[src/hw/rtl/ldps_pkg.sv]
`timescale 1ns / 1ps

package ldps_pkg;

  localparam int unsigned LANES     = 4;
  localparam int unsigned MAX_LANES = 4;
  localparam int unsigned ELEM_W    = 16;
  localparam int unsigned PROD_W    = 2 * ELEM_W;
  localparam int unsigned ACC_W     = 48;
  localparam int unsigned BEAT_W    = MAX_LANES * ELEM_W;
  localparam int unsigned RES_W     = 16;

  typedef logic signed [ELEM_W-1:0] elem_t;
  typedef logic signed [PROD_W-1:0] prod_t;
  typedef logic [ACC_W-1:0]         acc_t;
  typedef logic signed [RES_W-1:0]  res_t;

  typedef struct packed {
    logic mul_load;
    logic acc_take;
    logic acc_start;
    logic acc_last;
  } lane_ctl_t;

  // clamp a signed accumulator to the signed element range
  function automatic elem_t sat_elem(acc_t v);
    logic fits;
    elem_t r;
    fits = (&v[ACC_W-1:ELEM_W-1]) | ~(|v[ACC_W-1:ELEM_W-1]);
    if (fits) begin
      r = elem_t'(v[ELEM_W-1:0]);
    end else if (v[ACC_W-1]) begin
      r = {1'b1, {(ELEM_W-1){1'b0}}};
    end else begin
      r = {1'b0, {(ELEM_W-1){1'b1}}};
    end
    return r;
  endfunction

endpackage

[src/hw/rtl/ldps_if.sv]
`timescale 1ns / 1ps

interface ldps_in_if;
  import ldps_pkg::*;
  logic              valid;
  logic              ready;
  logic [BEAT_W-1:0] a_lanes;
  logic [BEAT_W-1:0] b_lanes;
  logic              last_beat;

  modport source (output valid, output a_lanes, output b_lanes, output last_beat,
                  input ready);
  modport sink   (input valid, input a_lanes, input b_lanes, input last_beat,
                  output ready);
endinterface

interface ldps_out_if;
  import ldps_pkg::*;
  logic valid;
  logic ready;
  res_t dot_result;

  modport source (output valid, output dot_result, input ready);
  modport sink   (input valid, input dot_result, output ready);
endinterface

[src/hw/rtl/ldps_lane.sv]
`timescale 1ns / 1ps

module ldps_lane
  import ldps_pkg::*;
(
  input  logic      clk_i,
  input  logic      rst_ni,
  input  lane_ctl_t ctl_i,
  input  elem_t     a_i,
  input  elem_t     b_i,
  output elem_t     clamp_o
);

  prod_t prod_d, prod_q;
  acc_t  acc_d, acc_q;
  acc_t  prod_ext;
  elem_t clamp_q;

  assign prod_d   = a_i * b_i;
  assign prod_ext = {{(ACC_W-PROD_W){prod_q[PROD_W-1]}}, prod_q};
  assign acc_d    = ctl_i.acc_start ? prod_ext : acc_q + prod_ext;

  always_ff @(posedge clk_i) begin
    if (ctl_i.mul_load) begin
      prod_q <= prod_d;
    end
    if (ctl_i.acc_take && ctl_i.acc_last) begin
      clamp_q <= sat_elem(acc_d);
    end
  end

  always_ff @(posedge clk_i or negedge rst_ni) begin
    if (!rst_ni) begin
      acc_q <= '0;
    end else if (ctl_i.acc_take) begin
      acc_q <= ctl_i.acc_last ? '0 : acc_d;
    end
  end

  assign clamp_o = clamp_q;

endmodule

[src/hw/rtl/ldps_merge.sv]
`timescale 1ns / 1ps

module ldps_merge
  import ldps_pkg::*;
(
  input  logic  clk_i,
  input  logic  load_i,
  input  elem_t clamp_i [LANES],
  output res_t  dot_result_o
);

  res_t sum_d, sum_q;

  always_comb begin
    sum_d = '0;
    for (int unsigned i = 0; i < LANES; i++) begin
      sum_d = sum_d + res_t'(clamp_i[i]);
    end
  end

  always_ff @(posedge clk_i) begin
    if (load_i) begin
      sum_q <= sum_d;
    end
  end

  assign dot_result_o = sum_q;

endmodule

[src/hw/rtl/int16_lane_dot_product_saturate_unit.sv]
`timescale 1ns / 1ps

// Lane-parallel signed 16-bit dot product with per-lane saturation.
// in_i carries one beat per transaction: LANES packed A and B elements
// (lane 0 in the low bits) and last_beat, which closes a group.
// out_o carries one transaction per group: the wrapped 16-bit sum of the
// lane accumulators, each clamped to the signed 16-bit range.
// Each lane multiplies, then adds into its own 48-bit wrapping accumulator;
// the first beat of a group loads the product instead.
// Throughput: one beat per cycle while in_i.ready stays high. A last beat
// passes the multiply register, then the accumulate and clamp register,
// then the lane-sum output register, before its result shows on out_o.
// Reset clears all accumulators and control; the next beat starts a group.
// When out_o stalls, beats keep being taken until a last beat waits in the
// multiply register behind full clamp and output registers, then in_i.ready
// drops until out_o drains.

module int16_lane_dot_product_saturate_unit
  import ldps_pkg::*;
(
  input  logic  clk_i,
  input  logic  rst_ni,
  ldps_in_if.sink    in_i,
  ldps_out_if.source out_o
);

  logic      m_v_q, m_last_q;
  logic      c_v_q, o_v_q;
  logic      grp_open_q;
  logic      in_acc, out_acc;
  logic      o_can, c_can, c_adv, acc_take;
  lane_ctl_t ctl;
  elem_t     clamp [LANES];

  assign out_acc  = o_v_q && out_o.ready;
  assign o_can    = !o_v_q || out_o.ready;
  assign c_adv    = c_v_q && o_can;
  assign c_can    = !c_v_q || o_can;
  assign acc_take = m_v_q && (!m_last_q || c_can);
  assign in_i.ready = !m_v_q || acc_take;
  assign in_acc   = in_i.valid && in_i.ready;

  assign ctl.mul_load  = in_acc;
  assign ctl.acc_take  = acc_take;
  assign ctl.acc_start = !grp_open_q;
  assign ctl.acc_last  = m_last_q;

  always_ff @(posedge clk_i or negedge rst_ni) begin
    if (!rst_ni) begin
      m_v_q      <= 1'b0;
      m_last_q   <= 1'b0;
      c_v_q      <= 1'b0;
      o_v_q      <= 1'b0;
      grp_open_q <= 1'b0;
    end else begin
      if (in_acc) begin
        m_v_q    <= 1'b1;
        m_last_q <= in_i.last_beat;
      end else if (acc_take) begin
        m_v_q <= 1'b0;
      end
      if (acc_take) begin
        grp_open_q <= !m_last_q;
      end
      if (acc_take && m_last_q) begin
        c_v_q <= 1'b1;
      end else if (c_adv) begin
        c_v_q <= 1'b0;
      end
      if (c_adv) begin
        o_v_q <= 1'b1;
      end else if (out_acc) begin
        o_v_q <= 1'b0;
      end
    end
  end

  for (genvar g = 0; g < LANES; g++) begin : g_lane
    ldps_lane u_lane (
      .clk_i   (clk_i),
      .rst_ni  (rst_ni),
      .ctl_i   (ctl),
      .a_i     (elem_t'(in_i.a_lanes[g*ELEM_W +: ELEM_W])),
      .b_i     (elem_t'(in_i.b_lanes[g*ELEM_W +: ELEM_W])),
      .clamp_o (clamp[g])
    );
  end

  ldps_merge u_merge (
    .clk_i        (clk_i),
    .load_i       (c_adv),
    .clamp_i      (clamp),
    .dot_result_o (out_o.dot_result)
  );

  assign out_o.valid = o_v_q;

endmodule

[src/flat_wrapper.sv]
// flat-port wrapper written by rule: the top's interface ports become plain ports
module int16_lane_dot_product_saturate_unit_flat import ldps_pkg::*;
  (clk_i, rst_ni, in_i_valid, in_i_a_lanes, in_i_b_lanes, in_i_last_beat, in_i_ready, out_o_valid, out_o_dot_result, out_o_ready);
  ldps_in_if in_i_i ();
  ldps_out_if out_o_i ();
  input  logic clk_i;
  input  logic rst_ni;
  input wire logic [$bits(in_i_i.valid)-1:0] in_i_valid;
  input wire logic [$bits(in_i_i.a_lanes)-1:0] in_i_a_lanes;
  input wire logic [$bits(in_i_i.b_lanes)-1:0] in_i_b_lanes;
  input wire logic [$bits(in_i_i.last_beat)-1:0] in_i_last_beat;
  output wire logic [$bits(in_i_i.ready)-1:0] in_i_ready;
  output wire logic [$bits(out_o_i.valid)-1:0] out_o_valid;
  output wire logic [$bits(out_o_i.dot_result)-1:0] out_o_dot_result;
  input wire logic [$bits(out_o_i.ready)-1:0] out_o_ready;
  assign in_i_i.valid = in_i_valid;
  assign in_i_i.a_lanes = in_i_a_lanes;
  assign in_i_i.b_lanes = in_i_b_lanes;
  assign in_i_i.last_beat = in_i_last_beat;
  assign in_i_ready = in_i_i.ready;
  assign out_o_valid = out_o_i.valid;
  assign out_o_dot_result = out_o_i.dot_result;
  assign out_o_i.ready = out_o_ready;
  int16_lane_dot_product_saturate_unit u_core (.clk_i(clk_i), .rst_ni(rst_ni), .in_i(in_i_i), .out_o(out_o_i));
endmodule
[config.mk]
export PLATFORM = sky130hd
export DESIGN_NAME = int16_lane_dot_product_saturate_unit_flat
export DESIGN_NICKNAME = d
export VERILOG_FILES = /design/src/hw/rtl/ldps_pkg.sv /design/src/hw/rtl/ldps_if.sv /design/src/hw/rtl/ldps_lane.sv /design/src/hw/rtl/ldps_merge.sv /design/src/hw/rtl/int16_lane_dot_product_saturate_unit.sv /design/src/flat_wrapper.sv
export SDC_FILE = /design/constraint.sdc
export NUM_CORES = 2
export LEC_CHECK = 0
export BUFFER_PORTS_ARGS = -buffer_cell sky130_fd_sc_hd__buf_2
export CAP_MARGIN = 30
export CORE_MARGIN = 8
export CORE_UTILIZATION = 24
export DETAILED_ROUTE_END_ITERATION = 8
export PLACE_DENSITY_LB_ADDON = 0.08
export SYNTH_ARGS = -nofsm -noshare
export SYNTH_HDL_FRONTEND = slang
export SYNTH_SLANG_ARGS = --single-unit
[constraint.sdc]
create_clock -name clk_i -period 7.6 [get_ports clk_i]
set_clock_uncertainty 0.15 [all_clocks]
set_input_delay 0.76 -clock clk_i [delete_from_list [all_inputs] [get_ports clk_i]]
set_output_delay 0.76 -clock clk_i [all_outputs]
set_load 0.02 [all_outputs]
==> results.md <==
- Vias: 50830
- Startpoint types: primary input
- H-tree Lvls: 2
- RSZ-0062 raised after global routing: false
- Ys flop type: edfxtp_1
- IO Port Bufs: 150
- Max-slew violations: 0
- Final Hold Fails: 0
- Met3 Use GR: 0.009310
- CTS tree: yes
- Least-Margin Pin Slew: between 0.9 and 1 ns
- CTS clk-pin slew, worst paths: about 0.060 ns
- Max stage delay on crit path: 0.54 ns
- Flop2flop setup slack: 1.66 ns
- GRT met2 Usage: 0.2486
- Period utilization: 0.9285
- Seq/Total Area, Yosys: 0.1649
- Fin nets: between 9000 and 10000
- Via-per-instance ratio: between 4 and 5
- Met1 Usage GRT: 0.1915
- Final setup viols: 0
- Critical path endpoint category: flip-flop
- Initial antenna violation count: 3
- Worst relative slew slack: 0.3681
- Synth area leader: fa_1
- Rows: 195
- Share of post-route cells with drive strength above 1: 0.07240
- Clock Latency Late Sink: roughly 0.65 ns
- Vias in the first global route: between 50000 and 60000
- Routed Wire Length: about 210 mm
- Netlist cell types: 114
- Hold WC Path Type: in -> reg
- CTS Root Buffer Type: clkbuf_16
- Core Box Area: approximately 280000 sq um
- Sink Count: 405
- Min cycle time layout: around 7 ns
- Initial core utilization: 0.2408
- MaxCap Viol Count: 0
- Ports: ~150
- Yosys reg bits: 405
- Post-Synthesis Cells: between 7000 and 8000
- Fmax: about 0.14 GHz
- Most Frequent Cell on Critical Path: fa_1
- Area share of the largest cell type after synthesis: 0.3195
- Detail Route Antenna Nets: 0
- Post-DP HPWL: approximately 170 mm
- Largest fanout on the critical path: 6
- Largest net degree at the start of global routing: ~150
- Max Root-Sink Buffers: 3
- Gpl congestion: roughly 0.80
- # hold bufs at CTS: 1
- DR iter-0 viols: ~2300
- Avg Inst Size Synth: ~9.3 sq um
- Die width: 547.5 microns
- CP Class: in -> reg
- EDFF count, synth: 208
- Syn Std Cell Area: 67790 sq um
- Hold slack final: about 0.24 ns
- Die area: around 300000 sq um
- Req. time, crit path: ~7.9 ns
- Drt first pass iters: 5
- CTS Buf Count: between 50 and 60
- Global-route wire length before repair: about 340 mm
- Post-Syn Nets: a little over 9000
- Residual DRC: 0
- Area contributors post-synth: fa_1 (32%), ha_1 (9.8%), edfxtp_1 (9.2%)
- WL per Instance: approximately 19 microns
- CTS resizes: 0
- Async SR Flop Fraction: 0.4864
- Setup Buffers After CTS: 0
- Crit-path slowest cell: fa_1
- Warnings from Yosys: 0
- Die Ht: 547.5 microns
- Busiest grt layer: met2
- Grt ovf: 0
- Total global-route track usage: 0.1404
- Area Overhead vs Synth: 11.39%
- Status: finished, final reports clean
- Critical path arrival: 7.38 ns
stage by stage:
stage / instances / util / setup WS [ns] / TNS (ns) / area [sq um]
2_1_floorplan: 7305 / - / 0.09944 / 0 / 67790
3_3_place_gp: 11100 / 0.2610 / -0.1629 / -0.3447 / 73490
3_5_place_dp: 11100 / 0.2611 / -0.1622 / -0.2860 / 73520
4_1_cts: 11200 / 0.2682 / 0.5390 / 0 / 75500
5_1_grt: 11200 / 0.2682 / 0.2123 / 0 / 75500
6_report: 11210 / 0.2682 / 0.5431 / 0 / 75510
kinds of logic after synthesis:
| logic type | after synthesis | share of synthesized area |
|---|---|---|
| AOI/OAI and AO/OA | 1311 | 0.1293 |
| buffers and inverters | 1482 | 0.08313 |
| adders and majority gates | 1613 | 0.4176 |
| DFF | 405 | 0.1649 |
| xor gates and xnor gates | 256 | 0.03308 |
| muxes | 86 | 0.01287 |
| and+or+nand+nor | 2152 | 0.1592 |
critical path, delay by kind of cell:
kind                       cells  cell delay [ns]
buffers and inverters          4             0.43
and+or+nand+nor                3             0.76
adders and majority gates      7             3.27
AOI/OAI and AO/OA             11             2.12
state kept, by name, indices dropped and copies added, names as in the netlist:
| name | cells |
|---|---|
| u_core.out_o.valid | 1 |
| u_core.grp_open_q | 1 |
| u_core.g_lane.u_lane.clamp_o | 64 |
| u_core.m_last_q | 1 |
| u_core.g_lane.u_lane.prod_q | 128 |
| u_core.u_merge.dot_result_o | 16 |
| u_core.c_v_q | 1 |
| u_core.g_lane.u_lane.acc_q | 192 |
| u_core.m_v_q | 1 |
layout make-up:
cell class / instances / area, sq um
Antenna cell: 3 / 7.507
Timing Repair Buffer: 324 / 2115
Sequential cell: 405 / 11180
Tap cell: 3743 / 4683
Fill cell: 30400 / 206000
Multi-Input combinational cell: 5418 / 51020
Clock inverter: 38 / 496.7
Clock buffer: 67 / 1474
Inverter: 1207 / 4536
final timing paths:
| check | start | end | cells after the start |
|---|---|---|---|
| setup / recovery | in_i_b_lanes[36] | u_core.g_lane[2].u_lane.prod_q[31] | 25 |
| hold / removal | in_i_valid | u_core.m_v_q | 2 |
| setup reg to reg | u_core.g_lane[2].u_lane.prod_q[0] | u_core.g_lane[2].u_lane.clamp_o[1] | 15 |
| hold reg to reg | u_core.g_lane[3].u_lane.acc_q[35] | u_core.g_lane[3].u_lane.acc_q[35] | 2 |
| max in group asynchronous | rst_ni | u_core.grp_open_q | 3 |
| min in group asynchronous | rst_ni | u_core.g_lane[0].u_lane.acc_q[7] | 2 |
per-layer routing:
layer	wire length, microns	vias to the layer above
li1	-	24150
met1	99550	25980
met2	103600	583
met3	4417	128
met4	2857	0
met5	0	-
cell usage in the layout, fill, tap and decap left out, types with 32 or more instances in the layout:
master     Yosys  final
a21oi_1      300    300
nand3_1       91     91
dfrtp_1      197    196
o21bai_1      42     42
o21ai_2       32     32
xnor2_1      202    202
nand2_1      816    814
nor3_1        67     67
edfxtp_1     208    208
a211oi_1      54     54
clkbuf_16      0     57
xor2_1        54     54
nor2b_1       39     38
o21ai_0      301    301
buf_4          2    170
o211ai_1      33     33
nor2_1       267    265
a22o_1        45     45
fa_1        1082   1082
nand2b_1      72     72
mux2i_1       77     77
a21o_1       141    141
ha_1         531    531
nand4_1       64     64
and2_1       518    517
o21a_1        49     49
buf_2         28    149
and3_1        42     42
inv_1       1207   1206
synth_stat cells (21+ instances only):
| cell | number |
|---|---|
| inv_1 | 1207 |
| fa_1 | 1082 |
| nand2_1 | 816 |
| ha_1 | 531 |
| and2_1 | 518 |
| o21ai_0 | 301 |
| a21oi_1 | 300 |
| nor2_1 | 267 |
| clkbuf_1 | 234 |
| edfxtp_1 | 208 |
| xnor2_1 | 202 |
| dfrtp_1 | 197 |
| a21o_1 | 141 |
| nand3_1 | 91 |
| mux2i_1 | 77 |
| nand2b_1 | 72 |
| nor3_1 | 67 |
| nand4_1 | 64 |
| a211oi_1 | 54 |
| xor2_1 | 54 |
| o21a_1 | 49 |
| a22o_1 | 45 |
| and3_1 | 42 |
| o21bai_1 | 42 |
| nor2b_1 | 39 |
| o211ai_1 | 33 |
| o21ai_2 | 32 |
| o31ai_1 | 30 |
| or3_1 | 30 |
| buf_2 | 28 |
| a31oi_1 | 27 |
| or2_2 | 24 |
| o22ai_1 | 21 |
Power is not shown: default switching activity piles up to over one toggle a cycle in this logic, so the estimate is an artifact.
